File: src/asv_div_cell.sv
// ----------------------------------------------------------------------------
// asv_div_cell
// One step of restoring division: shifts in a numerator bit, subtracts the
// divisor when it fits and appends one quotient bit.
// ----------------------------------------------------------------------------
module asv_div_cell #(
  parameter int DEN_W = 2,
  parameter int LOW_W = 2,
  parameter int PW    = 1
) (
  input  logic             clk_i,
  input  logic             rst_ni,
  input  logic             en_i,
  input  logic             valid_i,
  input  logic [DEN_W-1:0] den_i,
  input  logic [DEN_W-1:0] rem_i,
  input  logic [LOW_W-1:0] low_i,
  input  logic [LOW_W-1:0] quo_i,
  input  logic [PW-1:0]    pay_i,
  output logic             valid_o,
  output logic [DEN_W-1:0] rem_o,
  output logic [LOW_W-1:0] low_o,
  output logic [LOW_W-1:0] quo_o,
  output logic [PW-1:0]    pay_o
);

  logic [DEN_W:0]   trial;
  logic             fit;
  logic [DEN_W-1:0] rem_d;
  logic             valid_q;
  logic [DEN_W-1:0] rem_q;
  logic [LOW_W-1:0] low_q;
  logic [LOW_W-1:0] quo_q;
  logic [PW-1:0]    pay_q;

  always_comb begin
    trial = {rem_i, low_i[LOW_W-1]};
    fit   = trial >= {1'b0, den_i};
    rem_d = fit ? DEN_W'(trial - {1'b0, den_i}) : trial[DEN_W-1:0];
  end

  always_ff @(posedge clk_i or negedge rst_ni) begin
    if (!rst_ni) begin
      valid_q <= 1'b0;
    end else if (en_i) begin
      valid_q <= valid_i;
    end
  end

  always_ff @(posedge clk_i) begin
    if (en_i) begin
      rem_q <= rem_d;
      low_q <= low_i << 1;
      quo_q <= {quo_i[LOW_W-2:0], fit};
      pay_q <= pay_i;
    end
  end

  assign valid_o = valid_q;
  assign rem_o   = rem_q;
  assign low_o   = low_q;
  assign quo_o   = quo_q;
  assign pay_o   = pay_q;

endmodule

File: config.mk
export PLATFORM = sky130hd
export DESIGN_NAME = asv_div_cell
export DESIGN_NICKNAME = d
export VERILOG_FILES = /design/src/asv_div_cell.sv
export SDC_FILE = /design/constraint.sdc
export NUM_CORES = 1
export LEC_CHECK = 0
export BUFFER_PORTS_ARGS = -buffer_cell sky130_fd_sc_hd__buf_2
export CORE_AREA = 2 2 39 41
export CTS_BUF_LIST = sky130_fd_sc_hd__clkbuf_8
export DETAILED_ROUTE_END_ITERATION = 16
export DIE_AREA = 0 0 41 43
export PLACE_DENSITY_LB_ADDON = 0.08
export RECOVER_POWER = 25
export SLEW_MARGIN = 25
export SYNTH_ARGS = -nofsm -noshare
export SYNTH_HDL_FRONTEND = slang
export SYNTH_SLANG_ARGS = --single-unit
File: constraint.sdc
create_clock -name clk_i -period 2 [get_ports clk_i]
set_input_delay 0.1 -clock clk_i [delete_from_list [all_inputs] [get_ports clk_i]]
set_output_delay 0.1 -clock clk_i [all_outputs]
set_load 0.03 [all_outputs]
# Word-level counts from Yosys, hierarchy flattened
# Cells that the tools add are included.
# totals
regBits	7
inputBits	13
# classes
add_sub_neg	1
magnitude_cmp	1
n_mux	1
# op_table
op	n
$ge A3 B2 Y1	1
$mux W2	1
$sub A2 B2 Y2	1

# Longest topological paths before layout
# Gate-level depths: netlist (run 1).
# depth
depth_word	2
ltp_mapped	4
mapped_depth_nobuf	4

# Worst setup path after synthesis (run 1)
# Ideal clock, no wire load.
# synth_timing
path_type	input to register
start	input port den_i[1]
end	register rem_q[1], in the netlist rem_o[1], data pin
setup_time_ns	0.273
t_arrival_ns	0.907
slack_ns	0.819
cell_stages	4
n_path_buf	0
cell_sequence	inv_1 ha_1 a2111oi_0 a211oi_1
# synth_via
elab_chain_len	2
word_cells_on_any_way	3
# synth_rtl
element	line_no	rtl
start: declaration	15	input logic [DEN_W-1:0] den_i,
$ge A3 B2 Y1 / $sub A2 B2 Y2 (equally long branches)	38, 39	
$mux W2 *	39	rem_d = fit ? DEN_W'(trial - {1'b0, den_i}) : trial[DEN_W-1:0];
net rem_d[1]	29	logic [DEN_W-1:0] rem_d;
end signal: assignment	52	rem_q <= rem_d;
end: declaration	31	logic [DEN_W-1:0] rem_q;
# The timed path passes the listed nets; every way through them passes the cells marked *.
# A chain may end at the register's enable or synchronous reset.

# Final worst setup path (run 1)
# Ends and elaborated chain as after synthesis.

==> out/results.ini, run 1 <==
[logic_synthesis]
synth-seq-cells = 7
ys_seq_area_share_pct = 62.8
yosysTopAreaCell = edfxtp_1
ys_top_cells_by_count = 6 x edfxtp_1, 2 x ha_1, 2 x inv_1, 2 x nor2b_1
syn_area_um2 = 327
synth.avg_cell_area_um2 = 14.2
synth-edff-count = 6
synth_area_leaders = edfxtp_1 55%, dfrtp_1 7.7%, ha_1 7.7%, nor2b_1 3.8%, mux2_2 3.4%
synth.distinct_cells = 15
synth_nets = 38
synth_warnings = 0
syn-instance-count = 23
synth_most_common_cell = edfxtp_1
async_flop_share_pct = 14.3
netlist.area_leader.share_pct = 55.2
synth-main-ff-cell = edfxtp_1

[worst_setup_path]
cp-start-kind = input port
worst-path-max-fanout = 5
path_delay_family = compound AO/OA/AOI/OAI gates
crit_path_end_kind = register
crit_path_cell_trace = buf_2, inv_1, ha_1, a2111oi_0, a211oi_1
slowest_stage = a2111oi_0
cp.arrival_ns = 1.08
path_class = in2reg
cp.required_ns = 1.95
max_stage_delay_ns = 0.44
crit_buf_inv = 2

[cts]
htree_levels = 1
cts_setup_buffers = 0
path_clk_slew_ns = 0.04
cts_root_buf = clkbuf_8
cts_buffer_depth = 2
clk-insertion-delay-late_ns = 0.22
cts-buffers-inserted = 3
clkSinkCount = 7
cts_tree = yes

[timing]
slew_violations = 0
fin_crit_sh_pct = 56.7
fmax_ghz = 0.882
rsz0062_at_grt = false
min_period_ns = 1.13
hold_viol = 0
tns_ns = 0
setup_viol = 0
fin_worst_skew_ns = 0

[die]
die_w_um = 41
core_area_um2 = 1380
row_count = 14
start_util_pct = 23.6
dieHeight_um = 43
io_pins = 21
dieArea_um2 = 1760

[routing]
routed.top_layer = met4
dr_total_vias = 248
ant_nets = 0
drt_iter0_markers = 0
avgRoutedWirePerCell_um = 9.18
drc_errors = 0
dr_wl_met2_um = 298
wl_um = 560
dr.pass1.iters = 1
wirelength_met1_um = 189
viasPerCell = 4.07
route.met3.wl_um = 53

[global_route]
grt_pass1_wl_um = 883
grt-ovfl-total = 0
grt_max_degree = 8
grtUsageTotal_pct = 8.11
antenna_found_initial = 0
grt_pass1_vias = 245

[pwr]
ir_drop_mv = 0.240
power_density_nw_per_um2 = 925
power.total_uw = 447
p_leak_nw = 0.222

[place]
hpwlAfterDp_um = 476
port_buffers = 18
dp_cells = 56
gp_congestion = 0.703

[cells_and_area]
stdcell_count = 61
n_antenna_cell = 0
drive_above_1_share_pct = 48.9
nNetsFinal = 61
area_growth_pct = 47.9

[flow_run]
maxCapViolations = 0

[run_status]
status = finished, final reports clean

[min_path]
hold_path.class = in2reg

## placed cells by master (no fill, tap or decap)
master          n
a2111oi_0       1
a211oi_1        1
a21o_2          1
buf_2          17
clkbuf_1        1
clkbuf_8        3
conb_1          1
dfrtp_1         1
dlygate4sd3_1   1
edfxtp_1        6
ha_1            2
inv_1           3
mux2_2          1
nand2b_1        1
nor2b_1         2
o31a_1          1
o31ai_1         1
or2_1           1
## cell type report
| class | instances | area (um^2) |
|---|---|---|
| Tap cell | 16 | 20.0 |
| Clock inverter | 1 | 3.75 |
| Clock buffer | 3 | 41.3 |
| Inverter | 2 | 7.51 |
| Multi-Input combinational cell | 13 | 106 |
| Timing Repair Buffer | 19 | 98.8 |
| Sequential cell | 7 | 205 |
| Fill cell | 149 | 901 |
## through the flow
| step | util [%] | cell area, um^2 | worst slack [ns] | hold slack (ns) |
|---|---|---|---|---|
| 5_1_grt | 34.9 | 483 | 0.753 | 0.0529 |
| 2_1_floorplan | - | 327 | 0.819 | -0.196 |
| 4_1_cts | 35.0 | 484 | 0.839 | 0.0564 |
| 6_report | 34.9 | 483 | 0.866 | 0.0601 |
| 3_5_place_dp | 31.0 | 429 | 0.614 | -0.124 |
| 3_3_place_gp | 31.0 | 429 | 0.635 | -0.125 |
## sequential cells by signal, indices dropped and copies added, names as in the netlist
name     count
low_o        1
quo_o        2
pay_o        1
rem_o        2
valid_o      1
## report_power, final
part	switching, mW	internal, mW	total [mW]	leakage, nW
sequential	0.00295	0.176	0.179	0.0706
clock	0.0526	0.132	0.185	0.0269
combinational	0.0522	0.0311	0.0833	0.124
## layer usage
metal  GRT usage (%)  up-vias
li1                -      128
met5               0        -
met4            10.0        0
met1            7.62      105
met3            1.57        2
met2            12.2       13
## path summary, 6_finish.rpt
check                           startpoint        to  slack (ns)  cells past startpoint
worst max-delay path              den_i[1]  rem_o[1]        0.87                      5
worst min-delay path              quo_i[0]  quo_o[1]        0.06                      1
worst max register to register     valid_o   valid_o        1.26                      1
worst min register to register     valid_o   valid_o        0.51                      1
max in group asynchronous           rst_ni   valid_o        1.73                      2
min in group asynchronous           rst_ni   valid_o        0.19                      2
## repair_timing
| action | 4_1_cts | 5_1_grt |
|---|---|---|
| hold endpoints to repair | 1 | 0 |
| hold buffers | 1 | 0 |
| gates resized for setup | 0 | 0 |
## kinds of logic after synthesis
| group | synth area share, % |
|---|---|
| AOI/OAI and AO/OA | 12.6 |
| adders and majority gates | 7.66 |
| buffers and inverters | 4.60 |
| DFF | 62.8 |
| muxes | 3.45 |
| other | 1.15 |
| and+or+nand+nor | 7.66 |
Note: power is estimated with default switching activity, not from simulation.
==> inputs of run 2 (changes only) <==
--- a/config.mk
+++ b/config.mk
@@ -5,6 +5,7 @@
 export SDC_FILE = /design/constraint.sdc
 export NUM_CORES = 1
 export LEC_CHECK = 0
+export ABC_AREA = 1
 export BUFFER_PORTS_ARGS = -buffer_cell sky130_fd_sc_hd__buf_2
 export CORE_AREA = 2 2 39 41
 export CTS_BUF_LIST = sky130_fd_sc_hd__clkbuf_8
==> constraint.sdc (replaced) <==
create_clock -name clk_i -period 1 [get_ports clk_i]
set_input_delay 0.05 -clock clk_i [delete_from_list [all_inputs] [get_ports clk_i]]
set_output_delay 0.05 -clock clk_i [all_outputs]
set_load 0.03 [all_outputs]
==> out/results.ini, run 2 <==
[timing]
rsz0062_at_grt = false
setup_viol = 0  ; unchanged
fin_crit_sh_pct = 84.1
hold_viol = 0  ; unchanged
min_period_ns = 0.841
fin_worst_skew_ns = 0  ; unchanged
fmax_ghz = 1.19
slew_violations = 0  ; unchanged
fin_ws_ns = 0.159  ; -0.707 ns

[logic_synthesis]
synthXorXnorAreaFrac_pct = 2.56  ; +2.6 points
syn-instance-count = 28  ; +22%
synth_nets = 43  ; +13%
synthAdderAreaFrac_pct = 7.33  ; -0.34 points
muxShareOfSynthArea_pct = 3.30  ; -0.15 points
synth_most_common_cell = edfxtp_1
netlist.area_leader.share_pct = 52.7  ; -2.4 points
ys_seq_area_share_pct = 60.1  ; -2.8 points
yosys.area_share.simple_pct = 19.0  ; +11 points
synth_area_leaders = edfxtp_1 53%, dfrtp_1 7.3%, ha_1 7.3%, nand2_1 5.5%, inv_1 4.4%
synth.distinct_cells = 13  ; -2
syn_area_um2 = 342  ; +4.6%
synth_warnings = 0  ; unchanged
synth-edff-count = 6  ; unchanged
synth_compound_area_share_pct = 0  ; -13 points
synth.avg_cell_area_um2 = 12.2  ; -14%
async_flop_share_pct = 14.3  ; unchanged
ys_top_cells_by_count = 6 x edfxtp_1, 5 x nand2_1, 4 x inv_1
synth-seq-cells = 7  ; unchanged
synth-main-ff-cell = edfxtp_1
yosysTopAreaCell = edfxtp_1
synth_top_family_by_area = simple AND/OR/NAND/NOR gates

[global_route]
grt_max_degree = 8  ; unchanged
antenna_found_initial = 0  ; unchanged
grtUsageTotal_pct = 9.22  ; +1.1 points
grt_pass1_vias = 285  ; +16%
grt-ovfl-total = 0  ; unchanged
grt_pass1_wl_um = 1040  ; +17%

[die]
row_count = 14  ; unchanged
dieHeight_um = 43  ; unchanged
dieArea_um2 = 1760  ; unchanged
core_area_um2 = 1380  ; unchanged
die_w_um = 41  ; unchanged
io_pins = 21  ; unchanged
start_util_pct = 24.7  ; +1.1 points

[pwr]
power_density_nw_per_um2 = 1820  ; +97%
p_leak_nw = 0.248  ; +12%
ir_drop_mv = 0.455  ; +90%

[worst_setup_path]
slowest_stage = ha_1
cp-start-kind = input port
cp_num_cells = 7  ; +2
cp-startpoint = den_i[1]
crit_path_cell_trace = buf_2, inv_1, ha_1, nand2_2, nand3_2, nand2_1, nand2_1
reg2reg_from = valid_o
worstReg2RegEnd = valid_o
crit_path_end_kind = register
max_stage_delay_ns = 0.35  ; -0.09 ns
reg2reg_depth = 1  ; unchanged
crit_path_frequent_cell = nand2_1
cp.required_ns = 0.97  ; -0.98 ns
path_delay_family = adder cells
worst-path-max-fanout = 3  ; -2
cp.arrival_ns = 0.81  ; -0.27 ns
path_class = in2reg
endpoint = rem_o[1]
crit_buf_inv = 2  ; unchanged
rrSetupSlack_ns = 0.27  ; -0.99 ns

[routing]
dr.pass1.iters = 4  ; +3
viasPerCell = 3.96  ; -2.7%
wl_um = 594  ; +6.1%
drt_iter0_markers = 1  ; +1
dr_total_vias = 265  ; +6.9%
ant_nets = 0  ; unchanged
drc_errors = 0  ; unchanged
avgRoutedWirePerCell_um = 8.87  ; -3.4%

[cts]
cts_root_buf = clkbuf_8
htree_levels = 1  ; unchanged
clk-insertion-delay-late_ns = 0.22  ; about the same
clkSinkCount = 7  ; unchanged
path_clk_slew_ns = 0.04  ; about the same
cts_buffer_depth = 2  ; unchanged
cts-buffers-inserted = 3  ; unchanged
cts_tree = yes
cts_resized = 0  ; unchanged

[place]
pre_cts_ws_ns = -0.0775  ; -0.692 ns
gp_congestion = 0.640  ; -8.9%
hpwlAfterDp_um = 549  ; +15%
port_buffers = 18  ; unchanged

[cells_and_area]
final_cell_mix = 17 x buf_2, 6 x edfxtp_1, 5 x inv_1, 5 x nand2_1, 3 x clkbuf_8
fillers = 152  ; +2.0%
multiInputGateArea_um2 = 114  ; +7.1%
drive_above_1_share_pct = 51.0  ; +2.1 points
utilization_pct = 36.5  ; +1.6 points
seqCellArea_um2 = 205  ; unchanged
n_antenna_cell = 0  ; unchanged
mostFrequentLayoutCell = buf_2
nNetsFinal = 67  ; +9.8%
area_growth_pct = 48.0  ; about the same

[run_status]
status = finished, final reports clean

[min_path]
hold_path.class = in2reg

[flow_run]
maxCapViolations = 0  ; unchanged

-- run 2: cell count changes after synthesis, moves of 2 or more --
| cell | before | now |
|---|---|---|
| inv_1 | 2 | 4 |
| nand2_1 | 0 | 5 |
| nand2_2 | 0 | 2 |
| nand4_1 | 0 | 2 |
| nor2b_1 | 2 | 0 |
-- run 2: area by class of cell --
| type | count | area share [%] |
|---|---|---|
| sequential | 7 | 40.6 |
| multi-input combinational | 16 | 22.5 |
| timing repair buffer | 20 | 21.0 |
| clock buffer | 3 | 8.17 |
| tap | 16 | 3.96 |
| inverter | 4 | 2.97 |
| clock inverter | 1 | 0.743 |
-- run 2: layer usage --
layer  wire length [um]  track usage [%]
met4                 19             12.0
met5                  0                0
met1                183             7.95
met3                 46                0
met2                343             15.3
-- run 2: logic make-up (layout without fill, tap and decap cells) --
group / Yosys count / after routing
muxes: 1 / 1
adders and majority gates: 2 / 2
buffers and inverters: 5 / 28
xor gates and xnor gates: 1 / 1
and+or+nand+nor: 11 / 11
DFF: 7 / 7
other: 1 / 1
-- run 2: metrics by stage --
step | hold slack [ns] | std cells | cell area, um^2 | TNS [ns] | power (mW)
global route | 0.00541 | 67 | 505 | 0 | 0.970
floorplan | -0.246 | 28 | 342 | 0 | 0.494
global placement | -0.175 | 62 | 452 | -0.0785 | 0.550
detailed placement | -0.174 | 62 | 452 | -0.144 | 0.556
CTS | 0.00199 | 67 | 507 | 0 | 0.934
finish | 0.00593 | 67 | 505 | 0 | 0.921
-- run 2: repair_timing --
action | CTS | global route
hold buffers | 1 | 0
hold endpoints to repair | 1 | 0
setup endpoints to repair | 0 | 0
setup buffers | 0 | 0
-- run 2: worst min-delay path by stage --
| stage | from | to | cells past startpoint |
|---|---|---|---|
| after floorplan | rst_ni | valid_o | 0 |
| after global placement | rst_ni | valid_o | 1 |
| after detailed placement | rst_ni | valid_o | 1 |
| after CTS | pay_i | pay_o | 1 |
| after global routing | pay_i | pay_o | 1 |
| final | pay_i | pay_o | 1 |
-- run 2: where the power goes --
part	internal (mW)	switching [mW]
Combinational	0.0681	0.123
Clock	0.264	0.106
Sequential	0.354	0.00627
Total	0.686	0.235
==> inputs of run 3 (changes only) <==
==> constraint.sdc (replaced) <==
create_clock -name clk_i -period 0.8 [get_ports clk_i]
set_input_delay 0.04 -clock clk_i [delete_from_list [all_inputs] [get_ports clk_i]]
set_output_delay 0.04 -clock clk_i [all_outputs]
set_load 0.03 [all_outputs]
==> out/results.ini, run 3 (synthesized netlist as in run 2, its figures left out) <==
[cts]
htree_levels = 1  ; unchanged
clk-insertion-delay-late_ns = 0.22  ; about the same
clkSinkCount = 7  ; unchanged
cts_tree = yes
cts-buffers-inserted = 3  ; unchanged
cts_setup_buffers = 0  ; unchanged
cts_root_buf = clkbuf_8
cts_buffer_depth = 2  ; unchanged
path_clk_slew_ns = 0.04  ; about the same

[run_status]
status = finished, final reports clean

[worst_setup_path]
endpoint = valid_o
cp.arrival_ns = 0.75  ; -0.06 ns
cp-start-kind = register
path_delay_family = flip-flops
slowest_stage = dfrtp_2
reg2reg_from = valid_o
worst-path-max-fanout = 2  ; -1
crit_path_end_kind = output pin
cp-startpoint = valid_o
crit_path_cell_trace = buf_6
cp.required_ns = 0.76  ; -0.21 ns
crit_buf_inv = 1  ; -1
path_class = reg2out
rrSetupSlack_ns = 0.03  ; -0.24 ns
worstReg2RegEnd = valid_o
reg2reg_depth = 1  ; unchanged
cp_num_cells = 1  ; -6
max_stage_delay_ns = 0.39  ; +0.04 ns

[place]
gp_congestion = 0.599  ; -6.4%
dpl_cell_area_um2 = 488  ; +8.0%
hpwlAfterDp_um = 547  ; -0.51%
port_buffers = 18  ; unchanged

[timing]
tns_ns = 0  ; unchanged
setup_viol = 0  ; unchanged
rsz0062_at_grt = true
hold_slack_ns = 0.00685  ; +0.000918 ns
fmax_ghz = 1.26
fin_crit_sh_pct = 99.3
fin_worst_skew_ns = 0  ; unchanged
hold_viol = 0  ; unchanged
slew_violations = 0  ; unchanged
min_period_ns = 0.794

[min_path]
hold_path.class = in2reg

[cells_and_area]
n_antenna_cell = 0  ; unchanged
final_cell_mix = 11 x buf_2, 6 x edfxtp_1, 6 x buf_6
fillers = 140  ; -7.9%
drive_above_1_share_pct = 54.7  ; +3.7 points
mostFrequentLayoutCell = buf_2
area_growth_pct = 75.5
final_area_um2 = 599  ; +19%
nNetsFinal = 69  ; +3.0%
utilization_pct = 43.3  ; +6.8 points

[global_route]
grt_pass1_vias = 273  ; -4.2%
grt_max_degree = 6  ; -2
grtUsageTotal_pct = 10.6  ; +1.3 points
grt_pass1_wl_um = 1110  ; +7.2%
antenna_found_initial = 0  ; unchanged
grt-ovfl-total = 0  ; unchanged

[routing]
wl_um = 632  ; +6.4%
dr.pass1.iters = 2  ; -2
viasPerCell = 4.04  ; +2.2%
dr_total_vias = 279  ; +5.3%
avgRoutedWirePerCell_um = 9.16  ; +3.3%
drt_iter0_markers = 1  ; unchanged
ant_nets = 0  ; unchanged
drc_errors = 0  ; unchanged

[pwr]
switchingPower_uw = 316  ; +34%
combPwrFrac_pct = 25.2  ; +4.5 points
power.total_mw = 1.24  ; +34%
p_leak_nw = 0.276  ; +11%
switching_share_pct = 25.5  ; about the same
p_int_uw = 920  ; +34%
power_density_nw_per_um2 = 2060  ; +13%
power.share.clock_pct = 37.7  ; -2.5 points
p_seq_share_pct = 37.1  ; -2.0 points
ir_drop_mv = 0.514  ; +13%

[die]
row_count = 14  ; unchanged
dieHeight_um = 43  ; unchanged
core_area_um2 = 1380  ; unchanged
io_pins = 21  ; unchanged
die_w_um = 41  ; unchanged
dieArea_um2 = 1760  ; unchanged
start_util_pct = 24.7  ; unchanged

[flow_run]
maxCapViolations = 0  ; unchanged

run 3: cell count changes in the layout (fill, tap and decap cells not counted), moves of 2 or more:
cell           previous run  this run
buf_2                    17        11
buf_6                     0         6
dlygate4sd3_1             1         3
ha_1                      2         0
ha_4                      0         2
nand2_2                   2         0
nand2_4                   0         2
run 3: worst min path at each step:
| stage | startpoint | end | slack [ns] | cells after the start |
|---|---|---|---|---|
| floorplan | rst_ni | valid_o | -0.26 | 0 |
| global placement | rst_ni | valid_o | -0.19 | 1 |
| detailed placement | rst_ni | valid_o | -0.18 | 1 |
| CTS | quo_i[0] | quo_o[1] | 0.004 | 1 |
| global route | quo_i[0] | quo_o[1] | 0.001 | 1 |
| finish | quo_i[0] | quo_o[1] | 0.007 | 1 |
run 3: power by group through the flow:
stage / Sequential, mW / Combinational [mW] / Clock (mW)
after floorplan: 0.535 / 0.110 / 0
after global placement: 0.455 / 0.265 / 0
after detailed placement: 0.457 / 0.270 / 0
after CTS: 0.453 / 0.292 / 0.486
after global routing: 0.463 / 0.338 / 0.510
final: 0.458 / 0.311 / 0.465
run 3: final cells by class:
cell class | count | area [um^2] | area share, %
timing repair buffer | 22 | 164 | 27.3
tap | 16 | 20.0 | 3.34
multi-input combinational | 16 | 149 | 24.8
sequential | 7 | 206 | 34.4
clock buffer | 3 | 41.3 | 6.89
clock inverter | 1 | 3.75 | 0.626
inverter | 4 | 15.0 | 2.51
run 3: through the flow:
| step | setup WS, ns | cells |
|---|---|---|
| 2_1_floorplan | -0.0457 | 28 |
| 3_3_place_gp | -0.126 | 62 |
| 3_5_place_dp | -0.145 | 62 |
| 4_1_cts | -0.00596 | 69 |
| 5_1_grt | -0.0271 | 69 |
| 6_report | 0.00582 | 69 |
run 3: what timing repair did:
| action | 4_1_cts | 5_1_grt |
|---|---|---|
| hold endpoints to repair | 3 | 0 |
| setup endpoints to repair | 2 | 7 |
| hold buffers | 3 | 0 |
| resized for setup | 4 | 12 |
run 3: metal layers:
metal	vias to the layer above	share of wire [%]	global-route usage, %
met5	-	0	0
met2	13	55	14.4
met3	2	6.5	3.14
met4	0	3.0	14.0
met1	124	35	10.4
li1	140	-	-
