**config.mk**
```make
export PLATFORM = sky130hd
export DESIGN_NAME = asv_sqrt_cell
export DESIGN_NICKNAME = d
export VERILOG_FILES = /design/src/asv_pkg.sv /design/src/asv_sqrt_cell.sv
export SDC_FILE = /design/constraint.sdc
export NUM_CORES = 1
export LEC_CHECK = 0
export BUFFER_PORTS_ARGS = -buffer_cell sky130_fd_sc_hd__buf_2
export CORE_MARGIN = 2
export CORE_UTILIZATION = 40
export CTS_CLUSTER_DIAMETER = 60
export DETAILED_ROUTE_END_ITERATION = 10
export PLACE_DENSITY = 0.65
export SLEW_MARGIN = 40
export SYNTH_ARGS = -nofsm -noshare
export SYNTH_HDL_FRONTEND = slang
export SYNTH_SLANG_ARGS = --single-unit
```
**constraint.sdc**
```tcl
create_clock -name clk_i -period 0.8 [get_ports clk_i]
set_input_delay 0 -clock clk_i [delete_from_list [all_inputs] [get_ports clk_i]]
set_output_delay 0 -clock clk_i [all_outputs]
set_load 0.01 [all_outputs]
```
**src/asv_pkg.sv**
```systemverilog
// ----------------------------------------------------------------------------
// asv_pkg
// Shared widths, register indexes and status codes for the arrive steering
// velocity block.
// ----------------------------------------------------------------------------
package asv_pkg;

  localparam int COORD_W = 32;
  localparam int REG_W   = 31;
  localparam int MAG_W   = 32;
  localparam int SUM_W   = 66;
  localparam int ROOT_W  = 33;
  localparam int QUO_W   = 31;
  localparam int IDX_W   = 2;

  typedef enum logic [IDX_W-1:0] {
    CFG_SPEED = 2'd0,
    CFG_STOP  = 2'd1,
    CFG_SLOW  = 2'd2
  } cfg_idx_e;

  typedef enum logic [1:0] {
    ST_ARRIVED = 2'd0,
    ST_SLOW    = 2'd1,
    ST_FULL    = 2'd2
  } status_e;

endpackage

```
**src/asv_sqrt_cell.sv**
```systemverilog
// ----------------------------------------------------------------------------
// asv_sqrt_cell
// One digit of the integer square root: tries one root bit, keeps the
// remainder and hands root, remainder and side data to the next cell.
// ----------------------------------------------------------------------------
module asv_sqrt_cell
  import asv_pkg::*;
#(
  parameter int BIT = 0,
  parameter int PW  = 1
) (
  input  logic              clk_i,
  input  logic              rst_ni,
  input  logic              en_i,
  input  logic              valid_i,
  input  logic [SUM_W-1:0]  rem_i,
  input  logic [ROOT_W-1:0] root_i,
  input  logic [PW-1:0]     pay_i,
  output logic              valid_o,
  output logic [SUM_W-1:0]  rem_o,
  output logic [ROOT_W-1:0] root_o,
  output logic [PW-1:0]     pay_o
);

  logic [SUM_W:0]    trial;
  logic [SUM_W:0]    rem_ext;
  logic              fit;
  logic [SUM_W-1:0]  rem_d;
  logic [ROOT_W-1:0] root_d;
  logic              valid_q;
  logic [SUM_W-1:0]  rem_q;
  logic [ROOT_W-1:0] root_q;
  logic [PW-1:0]     pay_q;

  always_comb begin
    rem_ext = {1'b0, rem_i};
    trial   = ({{(SUM_W + 1 - ROOT_W){1'b0}}, root_i} << (BIT + 1))
            + ((SUM_W + 1)'(1) << (2 * BIT));
    fit     = rem_ext >= trial;
    rem_d   = fit ? SUM_W'(rem_ext - trial) : rem_i;
    root_d  = fit ? (root_i | (ROOT_W'(1) << BIT)) : root_i;
  end

  always_ff @(posedge clk_i or negedge rst_ni) begin
    if (!rst_ni) begin
      valid_q <= 1'b0;
    end else if (en_i) begin
      valid_q <= valid_i;
    end
  end

  always_ff @(posedge clk_i) begin
    if (en_i) begin
      rem_q  <= rem_d;
      root_q <= root_d;
      pay_q  <= pay_i;
    end
  end

  assign valid_o = valid_q;
  assign rem_o   = rem_q;
  assign root_o  = root_q;
  assign pay_o   = pay_q;

endmodule

```
Word-level counts from Yosys, hierarchy flattened. Index checks and enable logic that the tools add are counted.

$lt $le $gt $ge: 1. Mux-type cells: 1. $add $sub $neg: 2.

Operator list (count): >= comparator 66 x 35 -> 1 bit (1); two-way mux 66 bit (1); subtractor 66 x 35 -> 66 bit (1); adder 34 x 1 -> 35 bit, second input constant (1).

Register bits after elaboration: 101. Word-level logic and storage cells: 9. Bits of input ports: 104. Output and inout port bits: 101.

Depth between registers and ports, before layout. Gate-level depths: netlist (run 1).

Depth after elaboration: 3. Gate-level depth with buffers: 12. Mapped depth without buffers: 11.

Worst setup path after synthesis (run 1). Ideal clock, no wire load.

Path type: input-to-reg. From: in root_i[27]. To: reg rem_q[45], in the netlist rem_o[45], data pin. Arrival: 2.443 ns. Path slack: -1.899 ns. Required time: 0.543 ns. Buffers on the path: 1. Stages: 11. Library setup time: 0.257 ns. Cells stage by stage: inv_1 > ha_1 > clkbuf_1 > and4_1 > nor3b_2 > nand3_1 > o31ai_2 > o31ai_2 > nor3_2 > or4b_1 > a32o_1.

Cells in the longest elaborated chain, start to end: 3. Elaborated cells between the ends (all ways): 4. Classes of those cells: add/sub: 2; order compare: 1; mux: 1.

Ends and longest elaborated chain: from (decl) (RTL line asv_sqrt_cell.sv:17) `input logic [ROOT_W-1:0] root_i,`; adder 34 x 1 -> 35 bit * (RTL line asv_sqrt_cell.sv:38) `+ ((SUM_W + 1)'(1) << (2 * BIT));`; subtractor 66 x 35 -> 66 bit or >= comparator 66 x 35 -> 1 bit (tied branches) (RTL line asv_sqrt_cell.sv:40, asv_sqrt_cell.sv:39); two-way mux 66 bit * (RTL line asv_sqrt_cell.sv:40) `rem_d = fit ? SUM_W'(rem_ext - trial) : rem_i;`; via rem_d[45] (RTL line asv_sqrt_cell.sv:28) `logic [SUM_W-1:0] rem_d;`; to (signal assigned) (RTL line asv_sqrt_cell.sv:54) `rem_q <= rem_d;`; to (decl) (RTL line asv_sqrt_cell.sv:31) `logic [SUM_W-1:0] rem_q;`.

Mark *: on every way through the listed nets, which the timed path passes. The rest lies on a longest branch. A chain may end at the register's enable or synchronous reset.

Final worst setup path (run 1).
From: in rem_i[60]. To: reg rem_q[21], in the netlist rem_o[21], data pin.

Cells in the longest elaborated chain, start to end: 2.

Ends and longest elaborated chain: from (decl) (RTL line asv_sqrt_cell.sv:16) `input logic [SUM_W-1:0] rem_i,`; >= comparator 66 x 35 -> 1 bit (RTL line asv_sqrt_cell.sv:39) `fit = rem_ext >= trial;`; two-way mux 66 bit (RTL line asv_sqrt_cell.sv:40); via rem_d[21] (RTL line asv_sqrt_cell.sv:28).

The timed path passes the listed nets, and every way through them passes these cells.

==> impl_summary.log, run 1 <==
INFO  metric min_hold_slack = -0.0113 ns
INFO  metric grt_remaining_overflow = 0
INFO  metric placementRows = 46
INFO  metric post_synth_instance_area = between 6000 and 7000 um^2
INFO  metric yosys_register_bits = about 100
INFO  metric setup_violations = roughly 170
INFO  metric antenna_violations_before_repair = 1
INFO  metric post_synth_main_area_contributors = sky130_fd_sc_hd__edfxtp_1 46%, sky130_fd_sc_hd__ha_1 6.5%, sky130_fd_sc_hd__xnor2_1 5.2%
INFO  metric grt_pass1_vias = 7,093
INFO  metric clock_power_share = about a quarter
INFO  metric tritoncts.num_buffers = 9
INFO  metric wl_per_cell = 17.4 um
INFO  metric die_width = between 100 and 150 um
INFO  metric gate_count_after_technology_mapping = 638
INFO  metric finish.cell_count_without_fillers = roughly 1,400
INFO  metric category_of_the_critical_setup_timing_path = in -> reg
INFO  metric detail_route.first_pass.iterations = 5
INFO  metric design.final.nets = 1,279
INFO  metric final_antenna_net_count = 0
INFO  metric clock.fmax = between 0.4 and 0.5 GHz
INFO  metric total_switching_power = 5.25 mW
INFO  metric violations_in_the_final_reports = negative hold slack, negative setup slack
INFO  metric cp_slowest_stage_delay = approximately 0.54 ns
INFO  metric postRouteWirelength = approximately 24,000 um
INFO  metric detail_route.iter0.violations = ~450
INFO  metric slowest_stage = sky130_fd_sc_hd__or4_4
INFO  metric power.leakage = around 5.2 nW
INFO  metric grt_most_used_layer = met2
INFO  metric clk-insertion-delay-late = 0.37 ns
INFO  metric yosys_most_used_dff = sky130_fd_sc_hd__edfxtp_1
INFO  metric p_int = 12.1 mW
INFO  metric cts_tree = done
INFO  metric worst-endpoint-required = between 0.9 and 1 ns
INFO  metric r2r.worst_path.cells = 1
INFO  metric final_critical_path_setup_slack = -1.49 ns
INFO  metric p_seq_share = about two fifths
INFO  metric die_area = between 15,000 and 20,000 um^2
INFO  metric worstHoldPathCells = 3
INFO  metric post-route-util = 75.6%
INFO  metric grt_setup_unrepaired = true
INFO  metric timing_hold_violations_final = 1
INFO  metric timing.critical_path.cells = buf_8, or4_4, or4b_4, nor4_4, o31ai_4, nor3_4, buf_4, buf_6, inv_4, mux2_4
INFO  metric min_to = rem_o[30]
INFO  metric globalRouteMet3Util = approximately 5%
INFO  metric io_pins = between 200 and 250
INFO  metric num_vias = 7,075
INFO  metric worst_pin_slew = a little over 0.5 ns
INFO  metric area.growth.synth_to_final = 84.6%
INFO  metric ctsRootBufferMaster = sky130_fd_sc_hd__clkbuf_16
INFO  metric number_of_port_buffers = between 200 and 250
INFO  metric post_detailed_placement_half_perimeter_wirelength = between 15,000 and 20,000 um
INFO  metric synth_fp_nets = roughly 780
INFO  metric async_flop_share = less than 1%
INFO  metric avgSynthCellArea = ~10 um^2
INFO  metric grt_first_pass_wirelength = between 30,000 and 40,000 um
INFO  metric slack_of_the_worst_reg_to_reg_path = approximately 0.07 ns
INFO  metric grt.met2_usage = 44.1%
INFO  metric clk_pin_slew_worst_paths = 0.07 ns
INFO  metric core_region_area = 15,900 um^2
INFO  metric synth_top_area_share = between 40% and 50%
INFO  metric worstHoldPathType = in -> reg
INFO  metric globalRouteTotalUtil = 25.4%
INFO  metric post-synth-top-area-cell = sky130_fd_sc_hd__edfxtp_1
INFO  metric htree_num_levels = 3
INFO  metric p_comb_share = between 30% and 40%
INFO  metric finalMaxSlewViolations = 0
INFO  metric vias_per_cell = between 5 and 6
INFO  metric regToRegStartpoint = valid_o
INFO  metric netSwitchingFraction = between 30% and 40%
INFO  metric post_route_clock_skew = 0 ns
INFO  metric post_synth_num_cell_types = 70
INFO  metric min_period = 2.29 ns
INFO  metric route.detailed.drc = 0
INFO  metric startpoint_type = primary input
INFO  metric yosysWarningCount = 0
INFO  metric critical_path.max_fanout = 3
INFO  metric num_antenna_cells = 0
INFO  metric die_h = 132 um
INFO  metric start_util = between 40 and 50%
INFO  metric timing.critical_path.buf_inv = 4
INFO  metric worstHoldStart = rem_i[30]
INFO  metric critical_path_arrival = ~2.4 ns
INFO  metric final.fill_count = between 1,000 and 1,500
INFO  metric ctsLongestPathBuffers = 2
INFO  metric grtUsageMet1 = between 30% and 40%
INFO  metric maxCapViolCount = 0
INFO  metric synthTopCellsByCount = 100 x sky130_fd_sc_hd__edfxtp_1, 67 x sky130_fd_sc_hd__nand2_1, 47 x sky130_fd_sc_hd__o21ai_0
INFO  metric count_of_flip_flops_with_a_built_in_enable_after_synthesis = 100
INFO  metric headroom_to_the_max_slew_limit = between 60% and 70%
INFO  metric post_route_clock_period_utilization = 286%
INFO  metric layout_cell_share_with_drive_strength_beyond_1 = between 50% and 60%
INFO  metric power.ir.vdd_worst = 0.00110 V
INFO  metric placed_cells_incl_taps = 1,239
INFO  metric maximum_number_of_pins_on_one_net_before_global_route_repair = 46
INFO  metric cts_sinks = 101
INFO  metric power-per-cell-area = about 1400 nW/um^2
INFO  metric critical-path-top-delay-family = simple AND/OR/NAND/NOR gates
INFO  metric rr_endpoint = valid_o
INFO  metric sequential_to_total_area_share_from_yosys_stat = 46.4%
INFO  metric critical_path.endpoint_type = register
INFO  metric synthMostInstantiatedCell = sky130_fd_sc_hd__edfxtp_1
INFO  metric outcome = finished, violations left
INFO  metric globalplace.congestion = ~0.85
worst max path at each step:
| stage | from | end | slack (ns) | cells past startpoint |
|---|---|---|---|---|
| finish | rem_i[60] | rem_o[21] | -1.49 | 10 |
| global route | root_i[9] | rem_o[45] | -1.56 | 11 |
| CTS | rem_i[60] | rem_o[62] | -1.38 | 11 |
| detailed placement | root_i[24] | rem_o[58] | -2.10 | 12 |
| global placement | rem_i[1] | rem_o[50] | -1.99 | 12 |
| floorplan | root_i[27] | rem_o[45] | -1.70 | 11 |
registers in the layout (all words and copies together), names as in the netlist:
register	cells
pay_o	1
rem_o	66
root_o	33
valid_o	1
per-layer routing:
metal  wire (um)  vias up
met5           0        -
met4         538        0
met3        1420       45
met2       12000      261
met1        9750     3393
li1            -     3376
metrics by stage:
stage	power (mW)	TNS, ns	worst slack [ns]	instance area, um^2	hold WS (ns)
2_1_floorplan	9.12	-97.09	-1.70	6820	-0.296
3_3_place_gp	11.5	-119.40	-1.99	9480	-0.225
3_5_place_dp	11.5	-120.85	-2.10	9480	-0.222
4_1_cts	16.8	-93.89	-1.38	11400	0.00729
5_1_grt	18.1	-104.18	-1.56	12000	0.0178
6_report	17.3	-98.57	-1.49	12000	-0.0113
worst min-delay path: stages:
cell,delay (ns)
sky130_fd_sc_hd__buf_2,0.12
sky130_fd_sc_hd__nand2_1,0.07
sky130_fd_sc_hd__o21ai_2,0.06
placed cells by master (no fill, tap or decap), types with 12 or more instances in the layout:
cell / synthesis / layout
sky130_fd_sc_hd__edfxtp_1: 100 / 100
sky130_fd_sc_hd__nand2_1: 67 / 36
sky130_fd_sc_hd__nand4_1: 17 / 17
sky130_fd_sc_hd__buf_6: 1 / 33
sky130_fd_sc_hd__buf_2: 4 / 187
sky130_fd_sc_hd__xor2_1: 23 / 22
sky130_fd_sc_hd__a21oi_1: 37 / 22
sky130_fd_sc_hd__xnor2_1: 39 / 34
sky130_fd_sc_hd__a21o_1: 28 / 27
sky130_fd_sc_hd__nor3_1: 20 / 13
sky130_fd_sc_hd__inv_2: 1 / 12
sky130_fd_sc_hd__dlygate4sd3_1: 0 / 64
sky130_fd_sc_hd__ha_4: 0 / 25
sky130_fd_sc_hd__nor2_1: 39 / 34
sky130_fd_sc_hd__o21ai_2: 0 / 25
sky130_fd_sc_hd__buf_4: 4 / 212
sky130_fd_sc_hd__nand2_2: 0 / 20
sky130_fd_sc_hd__inv_1: 37 / 21
layout make-up:
class                   count  area, um^2  share of cell area [%]
clock inverters             6        71.3                   0.592
flip-flops and latches    101        3030                    25.1
inverters                  38         168                    1.39
repair buffers            512        3860                    32.0
multi-input cells         478        4420                    36.7
well taps                 216         270                    2.24
clock buffers              10         229                    1.90
cell families after synthesis:
logic type	share of synthesized area, %
compound gates	17.2
xor+xnor	8.32
buf+inv	3.85
flops	46.4
fa+ha+maj	6.83
simple gates	16.8
mux	0.575
power groups by stage:
stage	Combinational, mW	Clock (mW)	Sequential, mW
floorplan	2.00	0	7.12
global placement	4.70	0	6.78
detailed placement	4.74	0	6.78
CTS	5.51	4.64	6.67
global route	6.56	4.80	6.73
finish	6.11	4.55	6.68
repair_timing:
| action | CTS | global route |
|---|---|---|
| gates resized for setup | 160 | 119 |
| gates cloned | 3 | 2 |
| hold buffers | 64 | 0 |
| setup endpoints to repair | 168 | 168 |
| pin swaps | 61 | 59 |
| endpoints found under the hold margin | 62 | 0 |
| setup buffers | 23 | 18 |
(Power assumes the default switching activity.)
==> run 2, diff against run 1 <==
--- a/config.mk
+++ b/config.mk
@@ -5,12 +5,11 @@
 export SDC_FILE = /design/constraint.sdc
 export NUM_CORES = 1
 export LEC_CHECK = 0
-export BUFFER_PORTS_ARGS = -buffer_cell sky130_fd_sc_hd__buf_2
 export CORE_MARGIN = 2
 export CORE_UTILIZATION = 40
 export CTS_CLUSTER_DIAMETER = 60
 export DETAILED_ROUTE_END_ITERATION = 10
-export PLACE_DENSITY = 0.65
+export DONT_BUFFER_PORTS = 1
 export SLEW_MARGIN = 40
 export SYNTH_ARGS = -nofsm -noshare
 export SYNTH_HDL_FRONTEND = slang
==> impl_summary.log, run 2 (synthesis gave the netlist of run 1 again) <==
INFO  metric critical_path.endpoint_type = register
INFO  metric grt_remaining_overflow = 0
INFO  metric outcome = finished, violations left
INFO  metric critical_path_arrival = between 2 and 2.5 ns
INFO  metric post_detailed_placement_half_perimeter_wirelength = approximately 15,000 um
INFO  metric final_antenna_net_count = 0
INFO  metric final_critical_path_setup_slack = -1.34 ns
INFO  metric antenna_violations_before_repair = 0
INFO  metric min_hold_slack = -0.247 ns
INFO  metric worstHoldStart = en_i
INFO  metric detail_route.first_pass.iterations = 4
INFO  metric power = between 15 and 20 mW
INFO  metric headroom_to_the_max_slew_limit = 66.5%
INFO  metric critical_path.max_fanout = 5
INFO  metric power-per-cell-area = roughly 1500 nW/um^2
INFO  metric finalMaxSlewViolations = 0
INFO  metric worst_pin_slew = roughly 0.5 ns
INFO  metric placementRows = between 40 and 50
INFO  metric min_period = ~2.1 ns
INFO  metric clk-insertion-delay-late = around 0.36 ns
INFO  metric globalplace.congestion = 0.841
INFO  metric die_h = 132 um
INFO  metric layout_cell_share_with_drive_strength_beyond_1 = about two fifths
INFO  metric total_switching_power = approximately 4.8 mW
INFO  metric timing_hold_violations_final = 101
INFO  metric worst-endpoint-required = 0.91 ns
INFO  metric detail_route.iter0.violations = between 300 and 400
INFO  metric ctsLongestPathBuffers = 2
INFO  metric netSwitchingFraction = 29.2%
INFO  metric regToRegStartpoint = valid_o
INFO  metric design.final.nets = 1,062
INFO  metric post_cts_hold_buffer_count = about 100
INFO  metric core_region_area = around 16,000 um^2
INFO  metric power.leakage = 4.16 nW
INFO  metric htree_num_levels = 3
INFO  metric layout_common_cells = 170 x sky130_fd_sc_hd__buf_4, 103 x sky130_fd_sc_hd__dlygate4sd3_1, 100 x sky130_fd_sc_hd__edfxtp_1
INFO  metric num_antenna_cells = 0
INFO  metric p_comb_share = between 20% and 30%
INFO  metric largest_reg_flops = 66
INFO  metric startpoint_type = primary input
INFO  metric grt_pass1_vias = around 6,500
INFO  metric clock.fmax = between 0.4 and 0.5 GHz
INFO  metric io_pins = a little over 200
INFO  metric p_int = approximately 12 mW
INFO  metric number_of_port_buffers = 0
INFO  metric postRouteWirelength = about 23,000 um
INFO  metric maxCapViolCount = 0
INFO  metric globalRouteTotalUtil = about a quarter
INFO  metric wl_per_cell = around 20 um
INFO  metric grt_setup_unrepaired = true
INFO  metric post_route_clock_period_utilization = 267%
INFO  metric clk_pin_slew_worst_paths = around 0.070 ns
INFO  metric maximum_number_of_pins_on_one_net_before_global_route_repair = between 100 and 150
INFO  metric placed_cells_incl_taps = just under 1,000
INFO  metric vias_per_cell = about 5.4
INFO  metric final.fill_count = 1,218
INFO  metric ctsRootBufferMaster = sky130_fd_sc_hd__clkbuf_16
INFO  metric power.ir.vdd_worst = around 0.0011 V
INFO  metric cts_tree = done
INFO  metric post_route_clock_skew = 0 ns
INFO  metric area.growth.synth_to_final = 63.4%
INFO  metric p_seq_share = between 40% and 50%
INFO  metric start_util = roughly two fifths
INFO  metric critical_path.startpoint = root_i[20]
INFO  metric setup_violations = 95
INFO  metric cts_sinks = 101
INFO  metric route.detailed.drc = 0
INFO  metric worstHoldPathType = in -> reg
INFO  metric category_of_the_critical_setup_timing_path = in -> reg
INFO  metric layout.cells.most_common = sky130_fd_sc_hd__buf_4
INFO  metric die_width = around 130 um
INFO  metric die_area = about 17,000 um^2
INFO  metric finish.cell_count_without_fillers = 1,144
INFO  metric tritoncts.num_buffers = 9
INFO  metric grt_first_pass_wirelength = about 34,000 um
INFO  metric clock_power_share = 28.0%
INFO  metric num_vias = roughly 6,200
INFO  metric violations_in_the_final_reports = negative hold slack, negative setup slack
==> run 2: changes by cell type in the layout (fill, tap and decap cells not counted), sizes merged <==
| cell | delta |
|---|---|
| buf | -257 |
| clkinv | +2 |
| clkbuf | +1 |
| dlygate4sd3 | +39 |
| clkinvlp | -2 |
==> run 2: worst max-delay path: stages <==
cell and delay, ns:
sky130_fd_sc_hd__inv_8 0.01, sky130_fd_sc_hd__ha_4 0.26, sky130_fd_sc_hd__nand2_4 0.06, sky130_fd_sc_hd__nor4_4 0.39, sky130_fd_sc_hd__nand3_2 0.14, sky130_fd_sc_hd__o31ai_4 0.39
sky130_fd_sc_hd__nor3_4 0.09, sky130_fd_sc_hd__buf_6 0.15, sky130_fd_sc_hd__or4b_4 0.52, sky130_fd_sc_hd__a21oi_4 0.13, sky130_fd_sc_hd__xor2_1 0.08
==> run 2: per-stage QoR <==
step / setup TNS, ns / utilization (%) / cell area (um^2) / setup slack, ns
floorplan: -97.09 / - / 6820 / -1.70
global placement: -118.18 / 51.1 / 8140 / -1.87
detailed placement: -121.85 / 51.1 / 8140 / -1.94
CTS: -85.00 / 62.7 / 9990 / -1.34
global route: -90.03 / 66.9 / 10700 / -1.43
finish: -84.08 / 66.9 / 10700 / -1.34
==> run 2: path summary, 6_finish.rpt <==
path | to | slack, ns | depth (start not counted)
setup reg to reg | valid_o | 0.04 | 1
max in group asynchronous | valid_o | 0.33 | 2
min in group asynchronous | valid_o | 0.37 | 2
hold reg to reg | valid_o | 0.54 | 1
hold / removal | rem_o[31] | -0.25 | 0
setup / recovery | rem_o[39] | -1.34 | 11
==> run 2: final cells by class <==
class / count / area (um^2) / share of cell area (%)
multi-input cells: 478 / 4220 / 39.6
flip-flops and latches: 101 / 3030 / 28.4
repair buffers: 295 / 2660 / 25.0
well taps: 216 / 270 / 2.53
clock buffers: 10 / 229 / 2.15
inverters: 38 / 185 / 1.74
clock inverters: 6 / 71.3 / 0.669
==> run 2: timing repair <==
action,CTS,global route
resized for setup,91,115
hold endpoints to repair,202,101
cloned,2,5
buffers inserted,14,12
endpoints found under the setup margin,127,154
pin swaps,31,57
==> run 2: per-layer routing <==
| metal | track usage [%] | vias up | part of all wire, % | routed length (um) |
|---|---|---|---|---|
| li1 | - | 2940 | - | - |
| met1 | 30.1 | 2995 | 42 | 9480 |
| met2 | 41.9 | 211 | 50 | 11300 |
| met3 | 5.96 | 25 | 6.2 | 1400 |
| met4 | 8.15 | 0 | 1.5 | 345 |
| met5 | 0 | - | 0 | 0 |
==> run 2: power by group through the flow <==
stage	sequential, mW	clock, mW	combinational [mW]
after global routing	7.15	4.86	4.99
after detailed placement	7.22	0	3.26
after CTS	7.11	4.62	4.07
after global placement	7.22	0	3.23
after floorplan	7.12	0	2.00
final	7.10	4.57	4.65
==> run 3, diff against run 2 <==
--- a/config.mk
+++ b/config.mk
@@ -5,11 +5,12 @@
 export SDC_FILE = /design/constraint.sdc
 export NUM_CORES = 1
 export LEC_CHECK = 0
-export CORE_MARGIN = 2
+export CORE_MARGIN = 8
 export CORE_UTILIZATION = 40
 export CTS_CLUSTER_DIAMETER = 60
 export DETAILED_ROUTE_END_ITERATION = 10
 export DONT_BUFFER_PORTS = 1
+export SKIP_LAST_GASP = 1
 export SLEW_MARGIN = 40
 export SYNTH_ARGS = -nofsm -noshare
 export SYNTH_HDL_FRONTEND = slang
==> impl_summary.log, run 3 (synthesis gave the netlist of run 1 again) <==
INFO  metric outcome = finished, violations left
INFO  metric violations_in_the_final_reports = negative hold slack, negative setup slack
INFO  metric worst_pin_slew = between 0.5 and 0.6 ns
INFO  metric route.detailed.drc = 0
INFO  metric die_width = about 140 um
INFO  metric area.growth.synth_to_final = 63.5%
INFO  metric cts_tree = done
INFO  metric setup_total_negative_slack = -84.93 ns
INFO  metric grt_pass1_vias = about 6,600
INFO  metric setup_violations = 91
INFO  metric power.leakage = ~4.2 nW
INFO  metric antenna_violations_before_repair = 0
INFO  metric grt_setup_unrepaired = true
INFO  metric layout_common_cells = 173 x sky130_fd_sc_hd__buf_4, 103 x sky130_fd_sc_hd__dlygate4sd3_1, 100 x sky130_fd_sc_hd__edfxtp_1
INFO  metric num_vias = between 6,000 and 7,000
INFO  metric slack_of_the_worst_reg_to_reg_path = 0.03 ns
INFO  metric worst-endpoint-required = around 0.9 ns
INFO  metric postRouteWirelength = ~24,000 um
INFO  metric placementRows = 46
INFO  metric category_of_the_critical_setup_timing_path = in -> reg
INFO  metric globalRouteTotalUtil = ~23%
INFO  metric start_util = 40.9%
INFO  metric post-route-util = 66.9%
INFO  metric detail_route.first_pass.iterations = 4
INFO  metric critical_path_arrival = roughly 2.3 ns
INFO  metric die_h = roughly 140 um
INFO  metric min_period = 2.18 ns
INFO  metric maximum_number_of_pins_on_one_net_before_global_route_repair = roughly 100
INFO  metric core_region_area = 15,900 um^2
INFO  metric grt_first_pass_wirelength = about 36,000 um
INFO  metric wl_per_cell = approximately 21 um
INFO  metric largest_reg_flops = 66
INFO  metric clock.fmax = between 0.4 and 0.5 GHz
INFO  metric finalMaxSlewViolations = 0
INFO  metric post_route_clock_skew = 0 ns
INFO  metric clk-insertion-delay-late = about 0.36 ns
INFO  metric layout_cell_share_with_drive_strength_beyond_1 = 39.9%
INFO  metric min_hold_slack = -0.228 ns
INFO  metric post_detailed_placement_half_perimeter_wirelength = around 16,000 um
INFO  metric worstHoldPathType = in -> reg
INFO  metric globalplace.congestion = slightly below 0.9
INFO  metric cts_sinks = 101
INFO  metric final_antenna_net_count = 0
INFO  metric ctsRootBufferMaster = sky130_fd_sc_hd__clkbuf_16
INFO  metric critical_path.endpoint_type = register
INFO  metric maxCapViolCount = 0
INFO  metric power.ir.vdd_worst = around 0.0013 V
INFO  metric timing_hold_violations_final = 101
INFO  metric post_route_clock_period_utilization = 273%
INFO  metric layout.cells.most_common = sky130_fd_sc_hd__buf_4
INFO  metric design.final.nets = ~1,100
INFO  metric power-per-cell-area = 1500 nW/um^2
INFO  metric post_cts_hold_buffer_count = between 100 and 150
INFO  metric ctsLongestPathBuffers = 2
INFO  metric num_antenna_cells = 0
INFO  metric die_area = slightly above 20,000 um^2
INFO  metric final_critical_path_setup_slack = -1.38 ns
INFO  metric r2r.worst_path.cells = 1
INFO  metric worstHoldPathCells = 0
INFO  metric htree_num_levels = 3
INFO  metric detail_route.iter0.violations = between 300 and 400
INFO  metric headroom_to_the_max_slew_limit = approximately two thirds
INFO  metric tritoncts.num_buffers = 9
INFO  metric number_of_port_buffers = 0
INFO  metric io_pins = slightly above 200
INFO  metric clk_pin_slew_worst_paths = 0.07 ns
INFO  metric critical_path.max_fanout = 5
INFO  metric vias_per_cell = between 5 and 6
INFO  metric grt_remaining_overflow = 0
INFO  metric startpoint_type = primary input
[run 3: critical path, cell delays in order]
cell and delay, ns:
sky130_fd_sc_hd__inv_2 0.02, sky130_fd_sc_hd__ha_4 0.27, sky130_fd_sc_hd__and4_4 0.23, sky130_fd_sc_hd__nor3b_4 0.24, sky130_fd_sc_hd__nand3_4 0.10, sky130_fd_sc_hd__o31ai_4 0.33, sky130_fd_sc_hd__nor3_4 0.10, sky130_fd_sc_hd__buf_4 0.15
sky130_fd_sc_hd__buf_6 0.11, sky130_fd_sc_hd__or4b_4 0.52, sky130_fd_sc_hd__a21oi_4 0.13, sky130_fd_sc_hd__xor2_1 0.07
[run 3: what timing repair did]
action | 4_1_cts | 5_1_grt
setup endpoints to repair | 136 | 156
endpoints found under the hold margin | 202 | 101
buffers inserted | 32 | 15
pin swaps | 63 | 51
gates cloned | 5 | 0
resized for setup | 133 | 71
[run 3: final timing paths]
path / from / end
min: en_i / root_o[28]
min reg2reg: valid_o / valid_o
max: root_i[30] / rem_o[39]
max reg2reg: valid_o / valid_o
min in group asynchronous: rst_ni / valid_o
max in group asynchronous: rst_ni / valid_o
[run 3: where the power goes]
group          switching (mW)  internal, mW  leakage (nW)
sequential              0.571          6.57         0.991
clock                    2.13          2.17         0.134
combinational            2.08          2.45          3.03
[run 3: cell type report]
class                      count  area (um^2)
tap                          216          270
clock buffer                  10          229
fill                        1182         5280
timing repair buffer         301         2720
multi-input combinational    478         4190
inverter                      38          185
sequential                   101         3030
clock inverter                 6         51.3
[run 3: per-layer routing]
metal  global-route usage [%]  share of wire [%]  vias up
met4                     7.97                2.5        0
met2                     39.4                 51      212
li1                         -                  -     2950
met5                        0                  0        -
met3                     7.20                6.9       45
met1                     26.0                 40     3050
[run 3: per-stage QoR]
stage | total power [mW] | cells | setup slack [ns] | area, um^2
floorplan | 9.12 | 638 | -1.70 | 6820
CTS | 15.6 | 1139 | -1.35 | 10300
global placement | 10.4 | 986 | -1.79 | 8080
finish | 16.0 | 1150 | -1.38 | 10700
global route | 16.6 | 1150 | -1.48 | 10700
detailed placement | 10.4 | 986 | -1.84 | 8080
